==> src/design/cal_pkg.sv <==
package cal_pkg;

    localparam int CAP_W         = 5;
    localparam int COUNT_W       = 5;
    localparam int VALUE_W       = 32;
    localparam int DEPTH_DEF     = 16;
    localparam int ELEM_BITS_DEF = 32;

    localparam logic [CAP_W-1:0] CAP_RESET = 5'd16;

    localparam logic OP_ADD    = 1'b0;
    localparam logic OP_REMOVE = 1'b1;

    typedef struct packed {
        logic               operation;
        logic [VALUE_W-1:0] element_value;
    } cal_in_t;

    typedef struct packed {
        logic               ok;
        logic [COUNT_W-1:0] entry_count;
    } cal_out_t;

endpackage

==> src/design/cal_ram.sv <==
module cal_ram
    import cal_pkg::*;
#(
    parameter int WIDTH = ELEM_BITS_DEF,
    parameter int DEPTH = DEPTH_DEF
)
(
    input  logic                     clk,
    input  logic                     we,
    input  logic [$clog2(DEPTH)-1:0] waddr,
    input  logic [WIDTH-1:0]         wdata,
    input  logic                     re,
    input  logic [$clog2(DEPTH)-1:0] raddr,
    output logic [WIDTH-1:0]         rdata
);

    logic [WIDTH-1:0] mem [DEPTH];

    always_ff @(posedge clk)
    begin
        if (we)
        begin
            mem[waddr] <= wdata;
        end
        if (re)
        begin
            rdata <= mem[raddr];
        end
    end

endmodule

==> src/design/compacting_array_list_core.sv <==
// Ordered list of up to DEPTH elements with append and remove-all.
// Input channel in_valid / in_stall / in_data: operation add (append) or
// remove (delete every equal element and close the gaps). One result per
// item on out_valid / out_stall / out_data: ok flag and the entry count.
// Configuration channel cfg_valid / cfg_ready / cfg_data writes the capacity
// in use; cfg_ready is always high, write only while no item is in flight.
// An add or a remove of an empty list goes from ST_IDLE to ST_DONE; a remove
// of a non-empty list first passes ST_SCAN, which reads and rewrites the
// element RAM one entry per cycle; ST_DONE waits for a free output register.
// One item is in work at a time; in_stall is high from acceptance until the
// result moves into the output register; a new item waits for that move.
// When the receiver stalls, the result stays in the output register and
// the block may accept and finish one more item, which then waits until
// the output register frees.
// Reset clears the list to empty, capacity to 16 and drops any pending
// result. The element RAM is not cleared.
module compacting_array_list_core
    import cal_pkg::*;
#(
    parameter int DEPTH     = DEPTH_DEF,
    parameter int ELEM_BITS = ELEM_BITS_DEF
)
(
    input  logic             clk,
    input  logic             rst_n,
    input  logic             in_valid,
    output logic             in_stall,
    input  cal_in_t          in_data,
    output logic             out_valid,
    input  logic             out_stall,
    output cal_out_t         out_data,
    input  logic             cfg_valid,
    output logic             cfg_ready,
    input  logic [CAP_W-1:0] cfg_data
);

    localparam int AW   = $clog2(DEPTH);
    localparam int CW   = $clog2(DEPTH + 1);
    localparam int CMPW = (CW > CAP_W) ? CW : CAP_W;

    localparam logic [1:0] ST_IDLE = 2'd0;
    localparam logic [1:0] ST_SCAN = 2'd1;
    localparam logic [1:0] ST_DONE = 2'd2;

    logic [1:0]           state_reg, state_next;
    logic [CW-1:0]        count_reg, count_next;
    logic [CW-1:0]        rd_reg, rd_next;
    logic [CW-1:0]        wr_reg, wr_next;
    logic                 pend_reg, pend_next;
    logic [CAP_W-1:0]     cap_reg;
    logic [ELEM_BITS-1:0] key_reg, key_next;
    logic                 ok_reg, ok_next;
    logic                 out_valid_reg, out_valid_next;
    cal_out_t             out_data_reg, out_data_next;

    logic                 ram_we;
    logic [AW-1:0]        ram_waddr;
    logic [ELEM_BITS-1:0] ram_wdata;
    logic                 ram_re;
    logic [AW-1:0]        ram_raddr;
    logic [ELEM_BITS-1:0] ram_rdata;

    logic [CMPW-1:0]      cap_eff;
    logic                 full;
    logic                 in_accept;
    logic                 issue;

    cal_ram #(
        .WIDTH(ELEM_BITS),
        .DEPTH(DEPTH)
    ) u_ram (
        .clk  (clk),
        .we   (ram_we),
        .waddr(ram_waddr),
        .wdata(ram_wdata),
        .re   (ram_re),
        .raddr(ram_raddr),
        .rdata(ram_rdata)
    );

    assign cap_eff   = (CMPW'(cap_reg) > CMPW'(DEPTH)) ? CMPW'(DEPTH) : CMPW'(cap_reg);
    assign full      = (CMPW'(count_reg) >= cap_eff);
    assign in_stall  = (state_reg != ST_IDLE);
    assign in_accept = in_valid && !in_stall;
    assign issue     = (rd_reg < count_reg);
    assign cfg_ready = 1'b1;
    assign out_valid = out_valid_reg;
    assign out_data  = out_data_reg;

    always_comb
    begin
        state_next     = state_reg;
        count_next     = count_reg;
        rd_next        = rd_reg;
        wr_next        = wr_reg;
        pend_next      = pend_reg;
        key_next       = key_reg;
        ok_next        = ok_reg;
        out_valid_next = out_valid_reg;
        out_data_next  = out_data_reg;
        ram_we         = 1'b0;
        ram_waddr      = wr_reg[AW-1:0];
        ram_wdata      = ram_rdata;
        ram_re         = 1'b0;
        ram_raddr      = rd_reg[AW-1:0];

        // drop a taken result
        if (out_valid_reg && !out_stall)
        begin
            out_valid_next = 1'b0;
        end

        unique case (state_reg)
            ST_IDLE:
            begin
                if (in_accept)
                begin
                    key_next = ELEM_BITS'(in_data.element_value);
                    if (in_data.operation == OP_ADD)
                    begin
                        state_next = ST_DONE;
                        if (!full)
                        begin
                            ram_we     = 1'b1;
                            ram_waddr  = count_reg[AW-1:0];
                            ram_wdata  = ELEM_BITS'(in_data.element_value);
                            count_next = count_reg + CW'(1);
                            ok_next    = 1'b1;
                        end
                        else
                        begin
                            ok_next = 1'b0;
                        end
                    end
                    else if (count_reg == '0)
                    begin
                        ok_next    = 1'b0;
                        state_next = ST_DONE;
                    end
                    else
                    begin
                        rd_next    = '0;
                        wr_next    = '0;
                        pend_next  = 1'b0;
                        state_next = ST_SCAN;
                    end
                end
            end
            ST_SCAN:
            begin
                // read one entry, keep the previous one if it does not match
                ram_re    = issue;
                pend_next = issue;
                if (issue)
                begin
                    rd_next = rd_reg + CW'(1);
                end
                if (pend_reg && (ram_rdata != key_reg))
                begin
                    ram_we  = 1'b1;
                    wr_next = wr_reg + CW'(1);
                end
                if (!issue && !pend_reg)
                begin
                    count_next = wr_reg;
                    ok_next    = (wr_reg != count_reg);
                    state_next = ST_DONE;
                end
            end
            ST_DONE:
            begin
                if (!out_valid_reg || !out_stall)
                begin
                    out_valid_next            = 1'b1;
                    out_data_next.ok          = ok_reg;
                    out_data_next.entry_count = COUNT_W'(count_reg);
                    state_next                = ST_IDLE;
                end
            end
            default:
            begin
                state_next = ST_IDLE;
            end
        endcase
    end

    always_ff @(posedge clk or negedge rst_n)
    begin
        if (!rst_n)
        begin
            state_reg     <= ST_IDLE;
            count_reg     <= '0;
            rd_reg        <= '0;
            wr_reg        <= '0;
            pend_reg      <= 1'b0;
            out_valid_reg <= 1'b0;
            cap_reg       <= CAP_RESET;
        end
        else
        begin
            state_reg     <= state_next;
            count_reg     <= count_next;
            rd_reg        <= rd_next;
            wr_reg        <= wr_next;
            pend_reg      <= pend_next;
            out_valid_reg <= out_valid_next;
            if (cfg_valid && cfg_ready)
            begin
                cap_reg <= cfg_data;
            end
        end
    end

    always_ff @(posedge clk)
    begin
        key_reg      <= key_next;
        ok_reg       <= ok_next;
        out_data_reg <= out_data_next;
    end

endmodule

==> config.mk <==
export PLATFORM = sky130hd
export DESIGN_NAME = compacting_array_list_core
export DESIGN_NICKNAME = d
export VERILOG_FILES = /design/src/design/cal_pkg.sv /design/src/design/cal_ram.sv /design/src/design/compacting_array_list_core.sv
export SDC_FILE = /design/constraint.sdc
export NUM_CORES = 1
export LEC_CHECK = 0
export ABC_AREA = 1
export BUFFER_PORTS_ARGS = -buffer_cell sky130_fd_sc_hd__buf_4
export CAP_MARGIN = 5
export CORE_MARGIN = 2
export CORE_UTILIZATION = 65
export CTS_BUF_LIST = sky130_fd_sc_hd__clkbuf_8
export DETAILED_ROUTE_END_ITERATION = 6
export GPL_TIMING_DRIVEN = 1
export PLACE_DENSITY = 0.81
export SYNTH_ARGS = -nofsm -noshare
export SYNTH_HDL_FRONTEND = slang
export SYNTH_SLANG_ARGS = --single-unit
==> constraint.sdc <==
create_clock -name clk -period 6.45 [get_ports clk]
set_clock_uncertainty 0.15 [all_clocks]
set_input_delay 0.645 -clock clk [delete_from_list [all_inputs] [get_ports clk]]
set_output_delay 0.645 -clock clk [all_outputs]
set_load 0.05 [all_outputs]
==> results of run 1 <==
-- cell usage after synthesis (2+ instances only) --
cell      count
a21oi_1       5
buf_1         5
buf_2        17
buf_4         2
clkbuf_1     87
dfrtp_1      23
edfxtp_1    583
ha_1         13
inv_1        61
inv_2         2
mux2_2        3
nand2_1     240
nand2_2       6
nand2_4       4
nand3_1      78
nand4_1       9
nor2_1      288
nor2_4        7
nor3_1        2
o211ai_1     14
o21ai_0     287
o221ai_1     52
o22ai_1      79
xnor2_1      26
xor2_1        4
-- cells in the final DEF, fill, tap and decap left out, types with 3 or more instances in the layout --
cell type	synthesis	routed
nand2_4	4	4
mux2_2	3	3
nand3_1	78	78
o22ai_1	79	79
clkinv_2	0	12
a21oi_1	5	5
inv_2	2	14
clkinvlp_4	0	5
ha_1	13	13
nor2_4	7	9
edfxtp_1	583	583
nand2_1	240	240
clkbuf_8	0	98
buf_4	2	71
nand2_2	6	6
o21ai_0	287	282
o21ai_1	0	5
xor2_1	4	4
o221ai_1	52	52
nor2_1	288	286
nand4_1	9	9
bufinv_16	0	6
clkinv_1	1	20
o211ai_1	14	14
dfrtp_1	23	20
xnor2_1	26	26
inv_1	61	73
-- layout make-up --
cell class	instances	area [µm²]	share of cell area, %
clock buffers	98	1350	4.98
clock inverters	68	450	1.66
inverters	64	246	0.910
multi-input cells	1130	5720	21.1
flip-flops and latches	607	18100	66.9
well taps	511	639	2.36
repair buffers	74	573	2.12
-- cell families (layout without fill, tap and decap cells) --
group	after synthesis	in the layout	share of synthesized area, %
AO/OA/AOI/OAI	443	443	10.5
other	1	1	0.0153
adder cells (fa/ha/maj)	13	13	0.664
AND/OR/NAND/NOR	640	640	10.9
buffers and inverters	176	304	2.84
flip-flops	607	607	73.9
multiplexers	3	3	0.138
XOR/XNOR	30	30	1.07
-- power by group through the flow --
stage | Clock [W] | Sequential [W] | Combinational, W
detailed placement | 0 | 0.00546 | 0.00304
global route | 0.00328 | 0.00542 | 0.00342
CTS | 0.00311 | 0.00538 | 0.00307
global placement | 0 | 0.00544 | 0.00290
floorplan | 0 | 0.00536 | 0.00220
finish | 0.00310 | 0.00539 | 0.00312
-- path summary, 6_finish.rpt --
check                      slack (ns)                         end  cells past startpoint                   start
max                              1.76  u_ram.mem[7][29]$_DFFE_PP_                     12  cap_reg[1]$_DFFE_PN0P_
min                              0.03       key_reg[24]$_DFFE_PP_                      1             in_data[24]
max reg2reg                      1.76  u_ram.mem[7][29]$_DFFE_PP_                     12  cap_reg[1]$_DFFE_PN0P_
min reg2reg                      0.31       out_data[5]$_DFFE_PP_                      0        ok_reg$_DFFE_PP_
max in group asynchronous        5.55      cap_reg[4]$_DFFE_PN1P_                      2                   rst_n
min in group asynchronous        0.30       wr_reg[2]$_DFFE_PN0P_                      2                   rst_n
-- per-layer routing --
layer	GRT usage (%)	part of all wire (%)	vias up
li1	-	-	7124
met1	40.2	37	7794
met2	49.7	48	1081
met3	5.94	10	180
met4	14.8	3.7	0
met5	0	0	-
-- worst max-delay path: cells and delay by family (launching register included) --
kind / cells / cell delay, ns
DFF: 1 / 0.39
and+or+nand+nor: 8 / 2.00
buffers and inverters: 2 / 1.01
adders and majority gates: 1 / 0.31
AOI/OAI and AO/OA: 1 / 0.48
-- repair_timing --
action | in CTS | in global routing
hold endpoints to repair | 24 | 0
resized for setup | 0 | 0
endpoints found under the setup margin | 0 | 0
hold buffers | 2 | 0
-- stage by stage --
stage | utilization (%) | power [W]
after floorplan | - | 0.00755
after global placement | 67.6 | 0.00835
after detailed placement | 67.6 | 0.00851
after CTS | 72.4 | 0.0116
after global routing | 72.4 | 0.0121
final | 72.4 | 0.0116
==> results.py, run 1 <==
metrics = {
    "run_status": {
        "status": "completed",
    },
    "layout": {
        "num_antenna_cells": 0,
        "synthToLayoutAreaGrowth_pct": 10.5,
        "finalInstanceArea_um2": 27100,
        "drive_gt1_share_pct": 11.8,
        "largest_reg_flops": 512,
        "nets": 2026,
        "layout.cells.non_filler": 2552,
        "fill_cells": 2296,
    },
    "critical_path": {
        "worstSetupEndpointType": "flop",
        "slowest_stage": "nand2_1",
        "start_kind": "flop",
        "crit_required_ns": 6.59,
        "crit_path_frequent_cell": "nand2_1",
        "worst-path-max-fanout": 26,
        "cp_slowest_stage_delay_ns": 0.58,
        "critPathArrivalTime_ns": 4.84,
        "crit_type": "flop to flop",
        "crit_chain": "o41ai_1 > nand2_1 > ha_1 > nand2_2 > nor2_1 > nand2_1 > nor3b_4 > nand3_4 > nand2_1 > nand3_1 > clkinv_1 > buf_4",
    },
    "cts": {
        "cts-root-buf": "clkbuf_8",
        "clk_pin_slew_ns": 0.06,
        "htreeDepth": 3,
        "cts_setup_buffers": 0,
        "clk_latency_ns": 0.65,
        "clock-sinks": 607,
        "cts_tree": "built",
        "cts_buffers": 93,
        "cts_buffer_depth": 3,
    },
    "pwr": {
        "p_switching_w": 0.00399,
        "p_sw_share_pct": 34.4,
        "power_leakage_nw": 9.27,
        "seq_power_share_pct": 46.4,
        "p_clk_share_pct": 26.7,
        "p_int_w": 0.00760,
        "combPwrFrac_pct": 26.9,
        "p_per_area_nw_per_um2": 428,
        "peakVddDrop_v": 0.000349,
    },
    "die": {
        "die_width_um": 198,
        "initial_utilization_pct": 65.5,
        "pin_count": 52,
        "die_y_um": 198,
        "dieArea_um2": 39300,
        "core_um2": 37400,
        "rows": 71,
    },
    "logic_synthesis": {
        "seq_area_frac_synth_pct": 73.9,
        "yosys.cell_types.count": 41,
        "syn_area_per_cell_um2": 12.8,
        "synth_seq_cells": 607,
        "synth-async-reset-ratio_pct": 3.95,
        "synth_top_flop_cell": "edfxtp_1",
        "syn-cell-area_um2": 24500,
        "yosysWarnings": 0,
        "synth_top_area_share_pct": 71.4,
        "syn_inst": 1913,
        "synth_edf_count": 583,
        "synth_area_leaders": "edfxtp_1 71%, o21ai_0 5.9%, nor2_1 4.4%",
        "syn_nets": 1969,
        "yosysTopAreaCell": "edfxtp_1",
    },
    "place": {
        "portBuffers": 50,
        "placedCellCount": 2384,
        "place_congestion": 0.826,
        "dpl.hpwl_um": 29700,
        "placedInstanceArea_um2": 25300,
        "dpl_worst_slack_ns": 1.59,
    },
    "sta": {
        "fin_tns_setup_ns": 0,
        "fin_crit_sh_pct": 72.8,
        "relSlewSlack_pct": 21.2,
        "hold_viol": 0,
        "holdWs_ns": 0.0303,
        "fin_crit_ns": 4.69,
        "rsz0062_at_grt": "false",
        "setup_ws_ns": 1.76,
        "setup_viol": 0,
        "finalMaxSlewViolations": 0,
        "worst_pin_slew_ns": 1.18,
        "fmax_ghz": 0.213,
    },
    "grt": {
        "grt_pass1_vias": 16100,
        "grt_start_max_net_pins": 190,
        "grt_pass1_wl_um": 89100,
        "grt_usage_pct": 30.6,
        "grt_overflow_total": 0,
        "antenna_found_initial": 0,
    },
    "drt": {
        "dr.pass1.iters": 6,
        "vias": 16200,
        "antenna_left": 0,
        "via_per_inst": 6.34,
        "drt-initial-drc-count": 2120,
        "totalWireLength_um": 58800,
        "wire_per_inst_um": 23.0,
        "drc": 0,
    },
    "run": {
        "maxCapViolCount": 0,
    },
    "min_path": {
        "holdCritPathClass": "input port to flop",
    },
}
Power figures use the tool's default switching activity.
==> run 2: changes to the inputs <==
--- a/config.mk
+++ b/config.mk
@@ -5,15 +5,15 @@
 export SDC_FILE = /design/constraint.sdc
 export NUM_CORES = 1
 export LEC_CHECK = 0
-export ABC_AREA = 1
+export ABC_AREA = 0
 export BUFFER_PORTS_ARGS = -buffer_cell sky130_fd_sc_hd__buf_4
 export CAP_MARGIN = 5
 export CORE_MARGIN = 2
-export CORE_UTILIZATION = 65
+export CORE_UTILIZATION = 58
 export CTS_BUF_LIST = sky130_fd_sc_hd__clkbuf_8
 export DETAILED_ROUTE_END_ITERATION = 6
 export GPL_TIMING_DRIVEN = 1
-export PLACE_DENSITY = 0.81
+export PLACE_DENSITY = 0.77
 export SYNTH_ARGS = -nofsm -noshare
 export SYNTH_HDL_FRONTEND = slang
 export SYNTH_SLANG_ARGS = --single-unit
==> constraint.sdc (replaced) <==
create_clock -name clk -period 3.9 [get_ports clk]
set_clock_uncertainty 0.15 [all_clocks]
set_input_delay 0.39 -clock clk [delete_from_list [all_inputs] [get_ports clk]]
set_output_delay 0.39 -clock clk [all_outputs]
set_load 0.05 [all_outputs]
==> run 2 against run 1 <==
Register-to-register slack got worse by 1.4 ns. Final area up 1.3%. Critical path depth stayed put. Non-clock buffer count is 63 higher. Synthesized cell count is 44% lower. Via count shrank 28%. Sequential share of layout area is 0.88 points lower. Final cell count down 27%. Core utilization fell by 5.0 points. Largest cell class unchanged. Clock-buffer cell count fell by 2. Hold slack improved by 0.0093 ns.
==> results.py, run 2 <==
metrics = {
    "cts": {
        "cts_hold_buf": 41,
        "cts_tree": "built",
        "cts_buffer_depth": 3,
        "clk_pin_slew_ns": 0.06,
        "cts-root-buf": "clkbuf_8",
        "cts_setup_buffers": 0,
        "cts_resized": 0,
        "cts_buffers": 92,
        "htreeDepth": 3,
        "clock-sinks": 607,
        "clk_latency_ns": 0.66,
    },
    "layout": {
        "final_common_cell": "edfxtp_1",
        "num_antenna_cells": 0,
        "largest_reg_flops": 512,
        "final_cell_mix": "583 x edfxtp_1, 160 x mux4_2, 96 x clkbuf_8",
        "seq_area_um2": 18100,
        "fill_cells": 2518,
        "nets": 1310,
        "multi_input_area_um2": 5690,
        "synthToLayoutAreaGrowth_pct": 14.8,
        "drive_gt1_share_pct": 33.7,
        "finalInstanceArea_um2": 27500,
    },
    "pwr": {
        "peakVddDrop_v": 0.000362,
        "power_leakage_nw": 8.94,
        "p_per_area_nw_per_um2": 710,
    },
    "drt": {
        "via_per_inst": 6.22,
        "antenna_left": 0,
        "drc": 0,
        "drt-initial-drc-count": 1510,
        "totalWireLength_um": 49700,
        "vias": 11600,
        "wire_per_inst_um": 26.7,
        "dr.pass1.iters": 5,
    },
    "critical_path": {
        "crit_type": "flop to flop",
        "crit-reg2reg-capture": "u_ram.mem[1][10]$_DFFE_PP_",
        "reg2reg_from": "cap_reg[4]$_DFFE_PN1P_",
        "timing.reg2reg.setup_slack_ns": 0.34,
        "worst_r2r_path_depth": 12,
        "start_kind": "flop",
        "critPathArrivalTime_ns": 3.78,
        "worstSetupEndpointType": "flop",
        "crit_required_ns": 4.12,
        "worst-path-max-fanout": 34,
    },
    "logic_synthesis": {
        "yosysTopAreaCell": "edfxtp_1",
        "synth_area_leaders": "edfxtp_1 73%, mux4_2 15%, dfrtp_1 2.4%",
        "yosys.cell_types.count": 49,
        "seq_area_frac_synth_pct": 75.7,
        "synthMostInstantiatedCell": "edfxtp_1",
        "synth-async-reset-ratio_pct": 3.95,
        "yosysWarnings": 0,
        "syn_inst": 1077,
        "syn_area_per_cell_um2": 22.2,
        "synth_top_area_share_pct": 73.2,
        "synth_common_cells": "583 x edfxtp_1, 160 x mux4_2, 37 x mux2_2, 37 x xnor2_1, 29 x nand2_1",
        "syn_nets": 1133,
        "synth_edf_count": 583,
        "synth_top_flop_cell": "edfxtp_1",
        "synth_seq_cells": 607,
        "syn-cell-area_um2": 23900,
    },
    "die": {
        "pin_count": 52,
        "initial_utilization_pct": 58.7,
        "die_width_um": 207,
        "die_y_um": 207,
        "core_um2": 40700,
        "rows": 74,
        "dieArea_um2": 42900,
    },
    "sta": {
        "setup_viol": 0,
        "finalMaxSlewViolations": 0,
        "fmax_ghz": 0.281,
        "fin_tns_setup_ns": 0,
        "rsz0062_at_grt": "false",
        "relSlewSlack_pct": 44.0,
        "fin_crit_ns": 3.56,
        "fin_crit_sh_pct": 91.3,
        "worst_pin_slew_ns": 0.840,
        "hold_viol": 0,
    },
    "grt": {
        "grt_pass1_vias": 11400,
        "grt_pass1_wl_um": 73700,
        "grt_usage_pct": 23.5,
        "grt_overflow_total": 0,
        "grt_start_max_net_pins": 113,
        "antenna_found_initial": 1,
    },
    "place": {
        "portBuffers": 50,
        "place_congestion": 0.835,
        "dpl.hpwl_um": 31800,
        "placedInstanceArea_um2": 25300,
    },
    "run_status": {
        "status": "completed",
    },
    "run": {
        "maxCapViolCount": 0,
    },
    "min_path": {
        "holdCritPathClass": "input port to asynchronous set/reset pin",
    },
}
[run 2: changes by cell type after synthesis, moves of 34 or more]
| cell | delta |
|---|---|
| o21ai_0 | -278 |
| mux4_2 | +160 |
| o22ai_1 | -79 |
| mux2_2 | +34 |
| clkbuf_1 | -64 |
| nor2_1 | -275 |
| o221ai_1 | -52 |
| nand2_1 | -211 |
| inv_1 | -50 |
| nand3_1 | -73 |
[run 2: stage by stage]
step                      total power, W  cells  util, %  hold WS, ns  worst slack, ns
final                             0.0195   1860     67.4       0.0396            0.340
after global routing              0.0203   1860     67.4       0.0389            0.203
after CTS                         0.0196   1860     67.4      0.00223            0.350
after detailed placement          0.0147   1651     62.1        0.167            0.372
after global placement            0.0145   1651     62.1        0.168            0.428
after floorplan                   0.0128   1077        -      -0.0556           -0.184
[run 2: metal layers]
| metal | part of all wire, % | vias to the layer above | routed length [µm] | GRT usage (%) |
|---|---|---|---|---|
| met3 | 11 | 49 | 5570 | 6.11 |
| met5 | 0 | - | 0 | 0 |
| li1 | - | 4884 | - | - |
| met2 | 45 | 611 | 22300 | 33.1 |
| met1 | 43 | 6029 | 21200 | 37.8 |
| met4 | 1.2 | 0 | 582 | 5.12 |
[run 2: kinds of logic (layout without fill, tap and decap cells)]
kind of cell               count (synthesis)  in the layout  synth area share (%)
AOI/OAI and AO/OA                         44             44                  1.47
xor gates and xnor gates                  39             39                  1.43
adders and majority gates                 13             13                 0.680
buffers and inverters                     65            316                  1.33
DFF                                      607            607                  75.7
muxes                                    206            206                  17.2
other                                      1              1                0.0157
and+or+nand+nor                          102            102                  2.20
[run 2: critical path, stage by stage (launching register included)]
cell and delay [ns]:
dfstp_2 0.53, inv_1 0.08, nand2_1 0.08, ha_1 0.23
o211ai_1 0.15, o21ai_1 0.16, a2111oi_4 0.43, buf_12 0.28
buf_4 0.34, nor3_1 0.10, a21oi_2 0.40, nor3_4 0.07
buf_4 0.25
[run 2: worst max-delay path by stage]
stage	from	endpoint	slack, ns	cells past startpoint
floorplan	count_reg[0]$_DFFE_PN0P_	u_ram.mem[5][0]$_DFFE_PP_	-0.18	9
global placement	cap_reg[4]$_DFFE_PN1P_	u_ram.mem[14][5]$_DFFE_PP_	0.43	10
detailed placement	cap_reg[4]$_DFFE_PN1P_	u_ram.mem[1][5]$_DFFE_PP_	0.37	12
CTS	cap_reg[4]$_DFFE_PN1P_	u_ram.mem[1][3]$_DFFE_PP_	0.35	12
global route	cap_reg[4]$_DFFE_PN1P_	u_ram.mem[1][10]$_DFFE_PP_	0.20	12
finish	cap_reg[4]$_DFFE_PN1P_	u_ram.mem[1][10]$_DFFE_PP_	0.34	12
[run 2: cell type report]
| cell class | count | area share [%] |
|---|---|---|
| clock inverter | 72 | 1.55 |
| timing repair buffer | 137 | 4.35 |
| clock buffer | 96 | 4.81 |
| tap | 532 | 2.42 |
| multi-input combinational | 405 | 20.7 |
| sequential | 607 | 66.0 |
| inverter | 11 | 0.150 |
[run 2: power by group]
| group | switching, W | total, W | leakage [nW] | internal, W |
|---|---|---|---|---|
| sequential | 0.000441 | 0.00915 | 5.57 | 0.00871 |
| combinational | 0.00319 | 0.00544 | 2.38 | 0.00225 |
| clock | 0.00235 | 0.00491 | 0.988 | 0.00256 |
| total | 0.00598 | 0.0195 | 8.94 | 0.0135 |
